[src/hdl/hdqmt_pkg.sv]
package hdqmt_pkg;

	localparam int TICK_W = 6;
	localparam int BYTE_W = 8;
	localparam int IDX_W  = 3;
	localparam int KIND_W = 2;
	localparam int CFG_IDX_W = 2;

	localparam logic [TICK_W-1:0] TICK_MAX = '1;
	localparam logic [IDX_W-1:0]  LAST_BIT = '1;

	localparam logic [KIND_W-1:0] KIND_TICK  = 2'd0;
	localparam logic [KIND_W-1:0] KIND_BREAK = 2'd1;
	localparam logic [KIND_W-1:0] KIND_BYTE  = 2'd2;

	localparam logic [CFG_IDX_W-1:0] CFG_BREAK_TICKS  = 2'd0;
	localparam logic [CFG_IDX_W-1:0] CFG_ONE_LOW      = 2'd1;
	localparam logic [CFG_IDX_W-1:0] CFG_ZERO_LOW     = 2'd2;
	localparam logic [CFG_IDX_W-1:0] CFG_BIT_PERIOD   = 2'd3;

	localparam logic [TICK_W-1:0] RST_BREAK_TICKS = 6'd20;
	localparam logic [TICK_W-1:0] RST_ONE_LOW     = 6'd3;
	localparam logic [TICK_W-1:0] RST_ZERO_LOW    = 6'd13;
	localparam logic [TICK_W-1:0] RST_BIT_PERIOD  = 6'd20;

	typedef enum logic [2:0] {
		PH_IDLE     = 3'd0,
		PH_BRK_WAIT = 3'd1,
		PH_BRK_LOW  = 3'd2,
		PH_BIT_WAIT = 3'd3,
		PH_BIT_SLOT = 3'd4
	} phase_t;

	typedef struct packed {
		logic [TICK_W-1:0] break_ticks;
		logic [TICK_W-1:0] one_low_ticks;
		logic [TICK_W-1:0] zero_low_ticks;
		logic [TICK_W-1:0] bit_period_ticks;
	} cfg_t;

	typedef struct packed {
		logic pin;
		logic busy;
		logic done;
	} res_t;

endpackage

[src/hdl/hdqmt_core.sv]
module hdqmt_core (
	input  logic                          clk,
	input  logic                          arst_n,
	input  logic                          step_en,
	input  logic [hdqmt_pkg::KIND_W-1:0]  kind,
	input  logic [hdqmt_pkg::BYTE_W-1:0]  byte_value,
	input  logic                          line_level,
	input  hdqmt_pkg::cfg_t               cfg,
	output hdqmt_pkg::res_t               res
);
	import hdqmt_pkg::*;

	phase_t              phase_q, phase_d;
	logic [TICK_W-1:0]   tick_q, tick_d, tick_inc, low_len;
	logic [BYTE_W-1:0]   shift_q, shift_d;
	logic [IDX_W-1:0]    idx_q, idx_d;
	logic                pin_q, pin_d;
	logic                done;

	always_ff @(posedge clk or negedge arst_n) begin
		if (!arst_n) begin
			phase_q <= PH_IDLE;
			tick_q  <= '0;
			shift_q <= '0;
			idx_q   <= '0;
			pin_q   <= 1'b1;
		end else if (step_en) begin
			phase_q <= phase_d;
			tick_q  <= tick_d;
			shift_q <= shift_d;
			idx_q   <= idx_d;
			pin_q   <= pin_d;
		end
	end

	always_comb begin
		phase_d  = phase_q;
		tick_d   = tick_q;
		shift_d  = shift_q;
		idx_d    = idx_q;
		pin_d    = pin_q;
		done     = 1'b0;
		tick_inc = (tick_q == TICK_MAX) ? tick_q : tick_q + 1'b1;
		low_len  = shift_q[0] ? cfg.one_low_ticks : cfg.zero_low_ticks;
		unique case (phase_q)
			PH_IDLE: begin
				if (kind == KIND_BREAK) begin
					phase_d = PH_BRK_WAIT;
				end else if (kind == KIND_BYTE) begin
					shift_d = byte_value;
					idx_d   = '0;
					phase_d = PH_BIT_WAIT;
				end
			end
			PH_BRK_WAIT: begin
				if (line_level) begin
					pin_d   = 1'b0;
					tick_d  = '0;
					phase_d = PH_BRK_LOW;
				end
			end
			PH_BRK_LOW: begin
				tick_d = tick_inc;
				if (tick_inc >= cfg.break_ticks) begin
					pin_d   = 1'b1;
					phase_d = PH_IDLE;
					done    = 1'b1;
				end
			end
			PH_BIT_WAIT: begin
				if (!line_level) begin
					pin_d   = 1'b0;
					tick_d  = '0;
					phase_d = PH_BIT_SLOT;
				end
			end
			PH_BIT_SLOT: begin
				tick_d = tick_inc;
				if (tick_inc >= low_len) begin
					pin_d = 1'b1;
					if (tick_inc >= cfg.bit_period_ticks) begin
						if (idx_q == LAST_BIT) begin
							idx_d   = '0;
							phase_d = PH_IDLE;
							done    = 1'b1;
						end else begin
							idx_d   = idx_q + 1'b1;
							shift_d = shift_q >> 1;
							phase_d = PH_BIT_WAIT;
						end
					end
				end
			end
			default: begin
				phase_d = PH_IDLE;
				pin_d   = 1'b1;
			end
		endcase
		res.pin  = pin_d;
		res.busy = (phase_d != PH_IDLE);
		res.done = done;
	end

endmodule

[src/hdl/hdq_master_transmitter.sv]
// HDQ single-wire master transmitter. Each input transfer is one 10 us tick carrying an
// optional command (break or byte) and the sampled line level; each tick yields exactly
// one result transfer with the output pin level, busy and done. Commands arriving while
// busy are ignored. A tick is registered on input, stepped through the state machine and
// registered again on output. One tick is taken every clock while no result waits;
// the output register drains independently, so input stalls only when a result waits
// and the input stage is full. Write timing registers only while no tick is in flight.
module hdq_master_transmitter (
	input  logic                             clk,
	input  logic                             arst_n,
	input  logic                             in_valid,
	output logic                             in_ready,
	input  logic [hdqmt_pkg::KIND_W-1:0]     kind,
	input  logic [hdqmt_pkg::BYTE_W-1:0]     byte_value,
	input  logic                             line_level,
	output logic                             out_valid,
	input  logic                             out_ready,
	output logic                             pin_out,
	output logic                             busy_res,
	output logic                             done_res,
	input  logic                             cfg_we,
	input  logic [hdqmt_pkg::CFG_IDX_W-1:0]  cfg_index,
	input  logic [hdqmt_pkg::TICK_W-1:0]     cfg_data
);
	import hdqmt_pkg::*;

	logic                valid_s1;
	logic [KIND_W-1:0]   kind_s1;
	logic [BYTE_W-1:0]   byte_s1;
	logic                line_s1;
	logic                advance;
	logic                out_valid_q;
	res_t                res_q;
	res_t                res_next;
	cfg_t                cfg_q;

	assign advance  = valid_s1 && (!out_valid_q || out_ready);
	assign in_ready = !valid_s1 || advance;

	always_ff @(posedge clk or negedge arst_n) begin
		if (!arst_n) begin
			cfg_q.break_ticks      <= RST_BREAK_TICKS;
			cfg_q.one_low_ticks    <= RST_ONE_LOW;
			cfg_q.zero_low_ticks   <= RST_ZERO_LOW;
			cfg_q.bit_period_ticks <= RST_BIT_PERIOD;
		end else if (cfg_we) begin
			unique case (cfg_index)
				CFG_BREAK_TICKS: cfg_q.break_ticks      <= cfg_data;
				CFG_ONE_LOW:     cfg_q.one_low_ticks    <= cfg_data;
				CFG_ZERO_LOW:    cfg_q.zero_low_ticks   <= cfg_data;
				CFG_BIT_PERIOD:  cfg_q.bit_period_ticks <= cfg_data;
				default:         cfg_q <= cfg_q;
			endcase
		end
	end

	always_ff @(posedge clk or negedge arst_n) begin
		if (!arst_n) begin
			valid_s1 <= 1'b0;
		end else if (in_ready) begin
			valid_s1 <= in_valid;
		end
	end

	always_ff @(posedge clk) begin
		if (in_ready && in_valid) begin
			kind_s1 <= kind;
			byte_s1 <= byte_value;
			line_s1 <= line_level;
		end
	end

	hdqmt_core u_core (
		.clk        (clk),
		.arst_n     (arst_n),
		.step_en    (advance),
		.kind       (kind_s1),
		.byte_value (byte_s1),
		.line_level (line_s1),
		.cfg        (cfg_q),
		.res        (res_next)
	);

	always_ff @(posedge clk or negedge arst_n) begin
		if (!arst_n) begin
			out_valid_q <= 1'b0;
		end else if (advance) begin
			out_valid_q <= 1'b1;
		end else if (out_ready) begin
			out_valid_q <= 1'b0;
		end
	end

	always_ff @(posedge clk) begin
		if (advance) begin
			res_q <= res_next;
		end
	end

	assign out_valid = out_valid_q;
	assign pin_out   = res_q.pin;
	assign busy_res  = res_q.busy;
	assign done_res  = res_q.done;

`ifndef SYNTHESIS
	a_done_releases: assert property (@(posedge clk) disable iff (!arst_n)
		out_valid && done_res |-> pin_out && !busy_res)
		else $error("done result with pin low or still busy");

	a_stall_only_when_full: assert property (@(posedge clk) disable iff (!arst_n)
		!in_ready |-> out_valid && !out_ready && valid_s1)
		else $error("input stalled while output can drain");

	a_idle_released: assert property (@(posedge clk) disable iff (!arst_n)
		out_valid && !busy_res |-> pin_out)
		else $error("pin driven low while idle");

	a_step_loads_output: assert property (@(posedge clk) disable iff (!arst_n)
		advance |=> out_valid)
		else $error("stepped tick produced no result");
`endif

endmodule
[config.mk]
export PLATFORM = sky130hd
export DESIGN_NAME = hdq_master_transmitter
export DESIGN_NICKNAME = d
export VERILOG_FILES = /design/src/hdl/hdqmt_pkg.sv /design/src/hdl/hdqmt_core.sv /design/src/hdl/hdq_master_transmitter.sv
export SDC_FILE = /design/constraint.sdc
export NUM_CORES = 1
export LEC_CHECK = 0
export ABC_AREA = 1
export BUFFER_PORTS_ARGS = -buffer_cell sky130_fd_sc_hd__buf_2
export CAP_MARGIN = 15
export CELL_PAD_IN_SITES_DETAIL_PLACEMENT = 1
export CELL_PAD_IN_SITES_GLOBAL_PLACEMENT = 1
export CORE_ASPECT_RATIO = 0.7
export CORE_MARGIN = 1
export CORE_UTILIZATION = 50
export CTS_BUF_LIST = sky130_fd_sc_hd__clkbuf_4 sky130_fd_sc_hd__clkbuf_8
export DETAILED_ROUTE_END_ITERATION = 16
export PLACE_DENSITY_LB_ADDON = 0.08
export SYNTH_ARGS = -nofsm -noshare
export SYNTH_HDL_FRONTEND = slang
export SYNTH_SLANG_ARGS = --single-unit
[constraint.sdc]
create_clock -name clk -period 7.5 [get_ports clk]
set_clock_uncertainty 0.15 [all_clocks]
set_input_delay 0.375 -clock clk [delete_from_list [all_inputs] [get_ports clk]]
set_output_delay 0.375 -clock clk [all_outputs]
set_load 0.05 [all_outputs]
-- Word-level counts from Yosys, hierarchy flattened
Index checks and enable logic that the tools add are counted.
- add/subtract/negate cells: 2
- equality and inequality tests: 18
- multiplexer cells: 38
- reduce and logical (&&, ||, !) cells: 20
- magnitude comparators: 3
- operator list (kind ; count):
    $mux W8 ; 5
    $mux W3 ; 12
    $mux W6 ; 4
    $ge A6 B6 Y1 ; 3
    $pmux W6 S3 ; 1
    $pmux W8 S2 ; 1
    $pmux W3 S5 ; 1
    $mux W1 ; 10
    $ne A2 B2 Y1 const B ; 4
    $reduce_and A2 Y1 ; 4
    $reduce_and A7 Y1 ; 1
    $add A6 B1 Y6 const B ; 1
    $eq A2 B2 Y1 const B ; 3
    $eq A3 B2 Y1 const B ; 2
    $eq A3 B3 Y1 const B ; 2
    $eq A6 B6 Y1 const B ; 1
    $ne A2 B1 Y1 const B ; 3
    $pmux W3 S2 ; 1
    $reduce_and A6 Y1 ; 1
    $reduce_bool A3 Y1 ; 2
    $pmux W1 S5 ; 1
    $eq A2 B1 Y1 const B ; 2
    $reduce_and A4 Y1 ; 1
    $reduce_bool A2 Y1 ; 2
    other kinds (10) ; 13
- register bits: 61
- input bits: 24
- word-level logic and storage cells: 98
- output and inout port bits: 5

-- Logic depth before layout (Yosys ltp)
Gate-level depths: netlist (run 1).
- depth after elaboration: 7
- depth in mapped cells: 20
- gate-level depth less buffers: 20

-- Modules after synthesis
From an unflattened synthesis (run 1), not the netlist that was laid out.
- cell total of the unflattened synthesis: 405
- area, all modules: 3497.1 um2
- by module, submodules not included (module ; instances ; area an instance (um2) ; cells each ; sequential area each (um2)):
    hdqmt_core ; 1 ; 1903.1 ; 270 ; 526.8
    hdq_master_transmitter ; 1 ; 1594.0 ; 135 ; 1082.3

-- Worst setup path before layout (run 1)
OpenSTA, ideal clock, no wires.
- kind: register -> register
- start: reg u_core.tick_q[0]
- end: reg u_core.shift_q[3]
- path buffers: 1
- cell stages (with the launch flop): 21
- period minus slack after synthesis: 2.630 ns
- slack: 4.870 ns
- data required time: 7.274 ns
- arrival: 2.404 ns
- setup time: 0.076 ns
- path through: dfrtp_1 -> ha_1 -> nand2_1 -> inv_1 -> nand2_1 -> nor2_1 -> nand2_1 -> inv_1 -> a21oi_1 -> inv_1 -> ha_1 -> nand2_1 -> nand2_1 -> a21oi_1 -> nand2_1 -> nand2_1 -> nand2_1 -> nand3_2 -> buf_4 -> nand2_1 -> o21ai_1
- word-level cells in the longest chain between the ends: 5
- elaborated cells between the ends (all ways): 8
- those cells by class: add/sub (1); order compare (2); eq/ne (3); mux (1); reduce/logical (1)
- RTL lines (item ; RTL line ; text):
    from (decl) ; hdqmt_core.sv:14 ; logic [TICK_W-1:0] tick_q, tick_d, tick_inc, low_len;
    from (signal assigned) ; hdqmt_core.sv:29 ; tick_q <= tick_d;
    $add A6 B1 Y6 / $eq A6 B6 Y1 (equally long branches) ; hdqmt_core.sv:43 ; tick_inc = (tick_q == TICK_MAX) ? tick_q : tick_q + 1'b1;
    $mux W6 * ; hdqmt_core.sv:43 ;
    $ge A6 B6 Y1 (on tied branches) ; hdqmt_core.sv:79, hdqmt_core.sv:81 ;
    $ne A2 B1 Y1 (no line) ; - ;
    $reduce_and A7 Y1 (no line) * ; - ;
    to (signal assigned) ; hdqmt_core.sv:30 ; shift_q <= shift_d;
    to (decl) ; hdqmt_core.sv:15 ; logic [BYTE_W-1:0] shift_q, shift_d;
Every way passes the cells marked *; elsewhere a longest branch is shown, timed or not.
A chain may end at the register's enable or synchronous reset.

-- Worst setup path in the final report (run 1)
- start: reg u_core.tick_q[0]
- end: reg u_core.shift_q[6]
Same word-level chain as after synthesis.

==> flow_metrics.py, run 1 <==
metrics = {
    "cells_and_area": {
        "design_area_mm2": 0.00363,
        "seq_area_mm2": 0.00161,
        "fill_cells": 714,
        "multi_input_area_mm2": 0.00132,
        "mostFrequentLayoutCell": "nand2_1",
        "drive_gt1_share_pct": 16.2,
        "final_nets": 441,
        "final_cell_mix": "nand2_1, inv_1, dfrtp_1, o21ai_0, buf_2",
        "area_delta_synth_final_pct": 14.3,
        "antennaDiodeCount": 0,
    },
    "drt": {
        "routedWlPerCell_um": 16.4,
        "drt-initial-drc-count": 116,
        "maxUsedRoutingLayer": "met4",
        "wl_met1_mm": 3.76,
        "drt_first_pass_iters": 4,
        "vias_per_cell": 5.34,
        "vias": 2543,
        "totalWireLength_mm": 7.80,
        "ant_nets": 0,
        "drc": 0,
        "dr_wl_met2_mm": 3.55,
        "met3WireLength_um": 342,
    },
    "synth": {
        "ys_types": 32,
        "syn_area_per_cell_um2": 8.77,
        "synth_compound_area_share_pct": 10.6,
        "synth_xor_area_share_pct": 0.276,
        "synth_fa_ha_area_share_pct": 8.27,
        "synth_seq_area_share_pct": 50.7,
        "synth_top_area_share_pct": 29.2,
        "synth_area_mm2": 0.00318,
        "yosys.area.top_type": "dfrtp_1",
        "synth.area.top_cells": "dfrtp_1, edfxtp_1, nand2_1",
        "synthMuxAreaShare_pct": 4.14,
        "syn-instance-count": 362,
        "ys_seq_elements": 61,
        "syn_nets": 407,
        "synth_top_family_by_area": "simple AND/OR/NAND/NOR gates",
        "ys_warn_count": 0,
        "synthSimpleGateAreaFrac_pct": 18.3,
    },
    "clock_network": {
        "clock-sinks": 61,
        "clock_latency_ps": 360,
        "cts-buffers-inserted": 9,
        "htreeDepth": 3,
        "ctsResizeCount": 0,
        "cts_tree": "built",
        "cts_buffer_depth": 2,
        "cts_root_buf": "clkbuf_8",
        "clk_pin_slew_ps": 70,
    },
    "timing": {
        "slew_viol_final": 0,
        "hold_viol": 0,
        "rsz0062_at_grt": "false",
        "period_needed_ps": 3120,
        "fin_crit_sh_pct": 41.6,
        "finalSetupTns_ps": 0,
        "setup_viol": 0,
        "slew_headroom_pct": 56.1,
        "worst_slew_pin_slew_ps": 652,
        "fmax_mhz": 321,
    },
    "die": {
        "io_pins": 29,
        "die-area_mm2": 0.00668,
        "core-area_mm2": 0.00593,
        "rows": 23,
        "dieHeight_um": 68.7,
        "initial_core_util_pct": 53.6,
        "die_w_um": 97.3,
    },
    "placed_design": {
        "place_hpwl_mm": 5.76,
        "placed_area_mm2": 0.00337,
        "gp_congestion": 0.778,
        "numPortBuffers": 28,
    },
    "global_routing": {
        "grt_pass1_wl_mm": 12.9,
        "grt_start_max_net_pins": 48,
        "grt_pass1_vias": 2595,
        "antenna_found_initial": 0,
        "gr-total-overflow": 0,
        "track_usage_pct": 26.1,
    },
    "pwr": {
        "cellPowerDensity_mw_per_mm2": 356,
        "ir_drop_mv": 0.170,
        "leakage_nw": 1.89,
    },
    "hold_path": {
        "holdCritStartpoint": "byte_value[0]",
        "hp-class": "in2reg",
    },
    "worst_setup_path": {
        "endpoint_kind": "flip-flop",
        "arrival_ps": 3240,
        "worstSetupPathType": "reg2reg",
        "cp-start-kind": "flip-flop",
        "crit_start": "u_core.tick_q[0]",
        "reg2reg_from": "u_core.tick_q[0]",
        "critPathMaxFanout": 15,
        "crit_required_ps": 7620,
    },
    "flow_run": {
        "maxCapViolations": 0,
    },
    "run_status": {
        "status": "finished, final reports clean",
    },
}
-- area by class of cell --
class | instances | area share (%)
Inverter | 56 | 5.79
Timing Repair Buffer | 30 | 4.69
Tap cell | 75 | 2.59
Sequential cell | 61 | 44.3
Clock inverter | 6 | 2.62
Multi-Input combinational cell | 238 | 36.3
Clock buffer | 10 | 3.62
-- Yosys cell counts --
cell type and count:
mux2_2 1, o21ai_0 34, clkbuf_1 5, edfxtp_1 14
mux2i_1 12, nand3_1 13, inv_2 3, a21oi_4 1
o22ai_1 3, o21ai_1 12, clkinv_1 1, nand2_1 103
nand4_1 3, nor3_1 1, xnor2_1 1, nor2_1 14
nor2_2 2, dfstp_2 10, a21boi_0 1, or2_1 1
buf_4 1, nor2_4 1, a21oi_1 8, buf_6 1
nand2_2 1, a22oi_1 1, nand3_2 1, inv_1 52
or2_0 1, o21a_1 2, dfrtp_1 37, ha_1 21
-- power by group --
| part | internal (mW) | switching [mW] | total, mW |
|---|---|---|---|
| clock | 0.193 | 0.144 | 0.338 |
| sequential | 0.426 | 0.0628 | 0.489 |
| combinational | 0.167 | 0.300 | 0.467 |
| total | 0.786 | 0.507 | 1.29 |
-- layer usage --
layer	track usage [%]	up-vias
met2	42.7	48
met4	9.74	0
met5	0	-
met3	7.06	13
li1	-	1247
met1	34.1	1235
-- stage by stage --
stage          hold WS, ps  setup slack [ps]  power, mW  utilization [%]  instances
6_report              34.8              4380       1.29             61.2        476
3_5_place_dp           321              4410      0.952             56.9        458
4_1_cts               23.5              4360       1.30             60.7        474
2_1_floorplan        -70.6              4870      0.817                -        362
3_3_place_gp           311              4610      0.910             56.9        458
5_1_grt               20.5              4000       1.39             61.2        476
-- final timing paths --
| path | endpoint | slack [ps] | cells past startpoint |
|---|---|---|---|
| max | u_core.shift_q[6] | 4380 | 19 |
| min | byte_s1[0] | 30 | 1 |
| max reg2reg | u_core.shift_q[6] | 4380 | 19 |
| min reg2reg | u_core.pin_q | 330 | 2 |
| max in group asynchronous | cfg_q[12] | 6420 | 3 |
| min in group asynchronous | u_core.tick_q[1] | 240 | 2 |
-- registers in the layout, summed over array words and instances (netlist names), 2 cells and up --
name,count
u_core.tick_q,6
byte_s1,8
kind_s1,2
u_core.idx_q,3
u_core.shift_q,8
u_core.phase_q,3
cfg_q,24
-- logic make-up (layout without fill, tap and decap cells) --
| group | after synthesis | count (layout) |
|---|---|---|
| AOI/OAI and AO/OA | 62 | 62 |
| xor gates and xnor gates | 1 | 1 |
| adders and majority gates | 21 | 21 |
| buffers and inverters | 63 | 102 |
| DFF | 61 | 61 |
| muxes | 13 | 13 |
| and+or+nand+nor | 141 | 141 |
-- worst max-delay path, stage by stage (launching register included) --
cell	delay (ps)
dfrtp_1	420
ha_1	230
nand2_1	60
inv_1	40
nand2_1	70
nor2_1	70
nand2_1	170
inv_1	80
a21oi_1	170
inv_1	130
ha_1	330
nand2_1	70
nand2_1	50
a21oi_1	200
nand2_1	100
nand2_1	130
nand2_1	110
nand3_2	260
nand2_1	100
o21ai_1	100
-- what timing repair did --
item | 4_1_cts | 5_1_grt
hold endpoints to repair | 0 | 7
buffers inserted | 0 | 0
hold buffers | 0 | 1
Power figures use the tool's default switching activity.
==> inputs of run 2 (changes only) <==
--- a/config.mk
+++ b/config.mk
@@ -12,7 +12,7 @@
 export CELL_PAD_IN_SITES_GLOBAL_PLACEMENT = 1
 export CORE_ASPECT_RATIO = 0.7
 export CORE_MARGIN = 1
-export CORE_UTILIZATION = 50
+export CORE_UTILIZATION = 42
 export CTS_BUF_LIST = sky130_fd_sc_hd__clkbuf_4 sky130_fd_sc_hd__clkbuf_8
 export DETAILED_ROUTE_END_ITERATION = 16
 export PLACE_DENSITY_LB_ADDON = 0.08
==> constraint.sdc (replaced) <==
create_clock -name clk -period 2.5 [get_ports clk]
set_clock_uncertainty 0.15 [all_clocks]
set_input_delay 0.125 -clock clk [delete_from_list [all_inputs] [get_ports clk]]
set_output_delay 0.125 -clock clk [all_outputs]
set_load 0.05 [all_outputs]
==> run 2 against run 1 <==
Compared with the run above: the run now ends with setup timing left; fmax is 13% higher; die area is 19% higher; first-iteration DRC count is 64% lower; global-route usage is 1.5 points lower; register-to-register slack worse by 4600 ps; worst setup slack worse by 4600 ps; combinational power grew to 4.8 times the previous value; clock-buffer cell count is 1 lower; sequential share of layout area is 7.8 points lower; cell count is 13% higher; worst hold slack better by 82 ps; routed wire length is 18% higher; critical endpoint is now busy_res.
==> flow_metrics.py, run 2 (synthesis results as in run 1) <==
metrics = {
    "global_routing": {
        "track_usage_pct": 24.6,
        "antenna_found_initial": 0,
        "grt_start_max_net_pins": 22,
        "grt_pass1_vias": 2867,
        "gr-total-overflow": 0,
        "grt_pass1_wl_mm": 14.3,
    },
    "flow_run": {
        "maxCapViolations": 0,
    },
    "timing": {
        "holdWs_ps": 117,
        "hold_viol": 0,
        "slew_viol_final": 0,
        "fin_ws_ps": -249,
        "rsz0062_at_grt": "true",
        "fmax_mhz": 364,
        "setup_viol": 18,
        "period_needed_ps": 2750,
        "worst_slew_pin_slew_ps": 464,
        "slew_headroom_pct": 68.2,
        "fin_crit_sh_pct": 110,
    },
    "die": {
        "initial_core_util_pct": 43.4,
        "io_pins": 29,
        "die-area_mm2": 0.00792,
        "core-area_mm2": 0.00732,
        "die_w_um": 106,
        "rows": 26,
        "dieHeight_um": 74.8,
    },
    "run_status": {
        "violations": "setup timing",
        "status": "finished, violations left",
    },
    "placed_design": {
        "place_hpwl_mm": 5.87,
        "numPortBuffers": 28,
        "post-place-ws_ps": -303,
        "gp_congestion": 0.838,
    },
    "drt": {
        "drc": 0,
        "vias_per_cell": 5.09,
        "drt_first_pass_iters": 4,
        "routedWlPerCell_um": 17.0,
        "totalWireLength_mm": 9.17,
        "drt-initial-drc-count": 42,
        "vias": 2741,
        "ant_nets": 0,
    },
    "hold_path": {
        "hp-class": "in2async",
    },
    "cells_and_area": {
        "mostFrequentLayoutCell": "nand2_1",
        "final_core_util_pct": 60.2,
        "final_cell_mix": "nand2_1, inv_1, dfrtp_1, o21ai_0, buf_2",
        "antennaDiodeCount": 0,
        "reg.largest.list": "cfg_q x24, byte_s1 x8, u_core.shift_q x8",
        "final_nets": 481,
        "fill_cells": 855,
        "drive_gt1_share_pct": 34.7,
        "top_register": "cfg_q",
        "largest_register_ffs": 24,
        "area_delta_synth_final_pct": 38.8,
    },
    "worst_setup_path": {
        "cp-start-kind": "flip-flop",
        "arrival_ps": 2700,
        "worst-r2r-cell-count": 17,
        "critPathMaxFanout": 5,
        "reg2reg_to": "busy_res",
        "reg2reg_from": "u_core.tick_q[1]",
        "endpoint_kind": "flip-flop",
        "worstSetupPathType": "reg2reg",
        "crit_required_ps": 2450,
        "r2r_slack_ps": -250,
    },
    "pwr": {
        "seq_power_share_pct": 31.5,
        "p_clk_share_pct": 20.1,
        "p_switching_mw": 1.99,
        "combPwrFrac_pct": 48.4,
        "p_int_mw": 2.68,
        "ir_drop_mv": 0.459,
        "cellPowerDensity_mw_per_mm2": 1060,
        "leakage_nw": 2.12,
        "swShare_pct": 42.6,
    },
    "clock_network": {
        "cts-buffers-inserted": 9,
        "clock-sinks": 61,
        "htreeDepth": 3,
        "clk_pin_slew_ps": 80,
        "cts_buffer_depth": 2,
        "cts_tree": "built",
        "clock_latency_ps": 350,
        "cts_root_buf": "clkbuf_8",
    },
}
run 2: cell type report:
| cell class | instances | area, um^2 | area share (%) |
|---|---|---|---|
| clock buffers | 9 | 124 | 2.81 |
| multi-input cells | 239 | 1750 | 39.7 |
| repair buffers | 69 | 504 | 11.4 |
| well taps | 98 | 123 | 2.78 |
| clock inverters | 7 | 82.6 | 1.87 |
| inverters | 56 | 215 | 4.88 |
| flip-flops and latches | 61 | 1610 | 36.5 |
run 2: worst max path at each step:
stage	start	slack, ps	cells after the start	end
after floorplan	u_core.tick_q[0]	-20	20	u_core.shift_q[3]
after global placement	u_core.tick_q[1]	-190	18	busy_res
after detailed placement	u_core.tick_q[1]	-300	18	busy_res
after CTS	u_core.tick_q[1]	-130	17	busy_res
after global routing	u_core.tick_q[1]	-430	17	busy_res
final	u_core.tick_q[1]	-250	17	busy_res
run 2: through the flow:
| stage | total power [mW] | TNS, ps | cells | instance area [um^2] |
|---|---|---|---|---|
| after floorplan | 2.50 | -62.1 | 362 | 3220 |
| after global placement | 2.90 | -2140 | 495 | 3550 |
| after detailed placement | 3.00 | -4380 | 495 | 3550 |
| after CTS | 4.26 | -1580 | 538 | 4220 |
| after global routing | 4.98 | -6650 | 539 | 4410 |
| final | 4.67 | -3390 | 539 | 4410 |
run 2: routing by layer:
metal | GRT usage [%] | vias to the layer above | share of wire, %
met2 | 41.3 | 52 | 49
met4 | 8.80 | 0 | 2.7
met1 | 30.9 | 1338 | 44
met3 | 7.19 | 23 | 4.0
li1 | - | 1328 | -
met5 | 0 | - | 0
run 2: worst max-delay path, stage by stage (launching register included):
cell and delay [ps]:
dfrtp_1 370, ha_2 200, nand2_2 60, inv_2 80, nand2_4 50, nor2_4 150
nand2_4 110, nand2_2 80, o21a_1 190, inv_2 120, ha_4 290, o21ai_2 50
nand2_1 80, nand2_2 70, nand2_4 90, nand2_8 80, a21oi_4 170, nand4_1 110
run 2: power by group through the flow:
stage	clock network, mW	registers [mW]	logic [mW]
2_1_floorplan	0	1.48	1.02
3_3_place_gp	0	1.46	1.45
3_5_place_dp	0	1.47	1.53
4_1_cts	0.965	1.46	1.83
5_1_grt	0.992	1.50	2.49
6_report	0.938	1.47	2.26
run 2: timing repair:
action | CTS | global route
endpoints found under the setup margin | 18 | 18
pin swaps | 27 | 16
hold endpoints to repair | 56 | 0
buffers inserted | 6 | 2
hold buffers | 21 | 0
cloned | 1 | 0
gates resized for setup | 46 | 40
==> inputs of run 3 (changes only) <==
--- a/config.mk
+++ b/config.mk
@@ -12,8 +12,7 @@
 export CELL_PAD_IN_SITES_GLOBAL_PLACEMENT = 1
 export CORE_ASPECT_RATIO = 0.7
 export CORE_MARGIN = 1
-export CORE_UTILIZATION = 42
-export CTS_BUF_LIST = sky130_fd_sc_hd__clkbuf_4 sky130_fd_sc_hd__clkbuf_8
+export CORE_UTILIZATION = 41
 export DETAILED_ROUTE_END_ITERATION = 16
 export PLACE_DENSITY_LB_ADDON = 0.08
 export SYNTH_ARGS = -nofsm -noshare
==> run 3 against run 2 <==
Compared with the run above: the run still ends with setup timing left; worst hold slack got worse by 43 ps; highest routed layer unchanged; via count decreased by 2.2%; fmax increased by 1.8%; clock power decreased by 4.2%; combinational power decreased by 15%; flip-flop and latch count unchanged; sequential power about the same; routed wire length decreased by 7.8%; critical path type unchanged; critical path depth increased by 2; register-to-register slack improved by 50 ps; global-route usage decreased by 1.7 points; largest power group unchanged; total power decreased by 8.4%; largest cell class is now sequential cells.
==> flow_metrics.py, run 3 (synthesis results as in run 1) <==
metrics = {
    "pwr": {
        "combPwrFrac_pct": 44.8,
        "cellPowerDensity_mw_per_mm2": 1020,
        "p_int_mw": 2.54,
        "seq_power_share_pct": 34.2,
        "p_switching_mw": 1.74,
        "swShare_pct": 40.7,
        "ir_drop_mv": 0.506,
        "leakage_nw": 2.10,
        "p_clk_share_pct": 21.0,
    },
    "cells_and_area": {
        "area_delta_synth_final_pct": 32.6,
        "mostFrequentLayoutCell": "nand2_1",
        "final_nets": 479,
        "drive_gt1_share_pct": 29.6,
        "top_register": "cfg_q",
        "design_area_mm2": 0.00421,
        "reg.largest.list": "cfg_q x24, byte_s1 x8, u_core.shift_q x8",
        "antennaDiodeCount": 0,
        "final_cell_mix": "nand2_1, inv_1, dfrtp_1, o21ai_0, buf_2",
        "final_core_util_pct": 57.0,
        "finalNonFillerCells": 537,
        "fill_cells": 855,
        "largest_register_ffs": 24,
    },
    "global_routing": {
        "grt_pass1_wl_mm": 13.7,
        "gr-total-overflow": 0,
        "grt_pass1_vias": 2730,
        "track_usage_pct": 22.9,
        "grt_start_max_net_pins": 21,
        "antenna_found_initial": 0,
    },
    "timing": {
        "hold_viol": 0,
        "fin_ws_ps": -201,
        "rsz0062_at_grt": "true",
        "period_needed_ps": 2700,
        "worst_slew_pin_slew_ps": 504,
        "fin_crit_sh_pct": 108,
        "setup_viol": 18,
        "finalSetupTns_ps": -2710,
        "fmax_mhz": 370,
        "slew_headroom_pct": 66.4,
        "slew_viol_final": 0,
    },
    "clock_network": {
        "clk_pin_slew_ps": 70,
        "cts-buffers-inserted": 9,
        "cts_tree": "built",
        "cts_buffer_depth": 2,
        "clock_latency_ps": 360,
        "clock-sinks": 61,
        "cts_root_buf": "clkbuf_8",
        "htreeDepth": 3,
    },
    "worst_setup_path": {
        "r2r_slack_ps": -200,
        "worst-r2r-cell-count": 19,
        "reg2reg_from": "u_core.tick_q[1]",
        "endpoint_kind": "flip-flop",
        "crit_required_ps": 2590,
        "cp-start-kind": "flip-flop",
        "worstSetupPathType": "reg2reg",
        "arrival_ps": 2790,
        "reg2reg_to": "u_core.shift_q[5]",
        "critPathMaxFanout": 8,
    },
    "die": {
        "io_pins": 29,
        "rows": 26,
        "core-area_mm2": 0.00738,
        "dieHeight_um": 75.6,
        "die-area_mm2": 0.00811,
        "initial_core_util_pct": 43.0,
        "die_w_um": 107,
    },
    "run_status": {
        "status": "finished, violations left",
        "violations": "setup timing",
    },
    "drt": {
        "vias_per_cell": 4.99,
        "drt-initial-drc-count": 56,
        "ant_nets": 0,
        "vias": 2682,
        "routedWlPerCell_um": 15.7,
        "totalWireLength_mm": 8.45,
        "drt_first_pass_iters": 4,
        "drc": 0,
    },
    "placed_design": {
        "placed_area_mm2": 0.00355,
        "dp.cells": 495,
        "place_hpwl_mm": 5.77,
        "gp_congestion": 0.810,
        "numPortBuffers": 28,
    },
    "flow_run": {
        "maxCapViolations": 0,
    },
    "hold_path": {
        "hp-class": "in2async",
    },
}
## run 3: per-layer routing
metal  GRT usage [%]  part of all wire [%]  vias up  wire length [um]
met3            6.24                   3.2       22               271
met1            30.4                    49     1294              4110
li1                -                     -     1317                 -
met2            36.8                    46       49              3900
met4            7.76                   2.0        0               172
met5               0                     0        -                 0
## run 3: what timing repair did
| item | in CTS | in global routing |
|---|---|---|
| resized for setup | 37 | 15 |
| buffers inserted | 5 | 2 |
| endpoints found under the hold margin | 76 | 0 |
| gates cloned | 1 | 0 |
| pin swaps | 35 | 18 |
| setup endpoints to repair | 18 | 18 |
| hold buffers | 20 | 0 |
## run 3: worst max-delay path, stage by stage (launching register included)
cell     delay (ps)
dfrtp_1         370
ha_2            200
nand2_2          50
inv_2            80
nand2_4          60
nor2_4          150
nand2_4         120
nand2_2          80
o21a_1          160
inv_2            70
ha_1            280
nand2_1          60
nand2_1          80
nand2_1          80
nand2_2          90
nand2_4          80
nand2_8         110
nand3_4         120
nand2_1         100
o21ai_1          70
## run 3: metrics by stage
| step | setup slack [ps] | hold WS, ps | power [mW] |
|---|---|---|---|
| 2_1_floorplan | -19.9 | -321 | 2.50 |
| 3_3_place_gp | -214 | -77.4 | 2.91 |
| 3_5_place_dp | -341 | -70.6 | 3.00 |
| 4_1_cts | -157 | 75.8 | 4.19 |
| 5_1_grt | -376 | 106 | 4.59 |
| 6_report | -201 | 74.2 | 4.28 |
## run 3: area by class of cell
cell class | count | area [um^2] | share of cell area (%)
clock buffer | 9 | 124 | 2.94
multi-input combinational | 239 | 1580 | 37.5
clock inverter | 7 | 73.8 | 1.75
timing repair buffer | 67 | 487 | 11.6
tap | 98 | 123 | 2.91
sequential | 61 | 1610 | 38.2
inverter | 56 | 215 | 5.11
## run 3: power groups by stage
stage,Clock (mW),Combinational (mW),Sequential [mW]
final,0.899,1.92,1.46
after global routing,0.952,2.15,1.49
after detailed placement,0,1.52,1.47
after CTS,0.923,1.81,1.46
after global placement,0,1.46,1.46
after floorplan,0,1.02,1.48
## run 3: worst max path at each step
stage / start / to / slack, ps / cells past startpoint
floorplan: u_core.tick_q[0] / u_core.shift_q[3] / -20 / 20
global placement: u_core.tick_q[1] / busy_res / -210 / 15
detailed placement: u_core.tick_q[1] / pin_out / -340 / 16
CTS: u_core.tick_q[1] / pin_out / -160 / 16
global route: u_core.tick_q[1] / u_core.shift_q[5] / -380 / 19
finish: u_core.tick_q[1] / u_core.shift_q[5] / -200 / 19
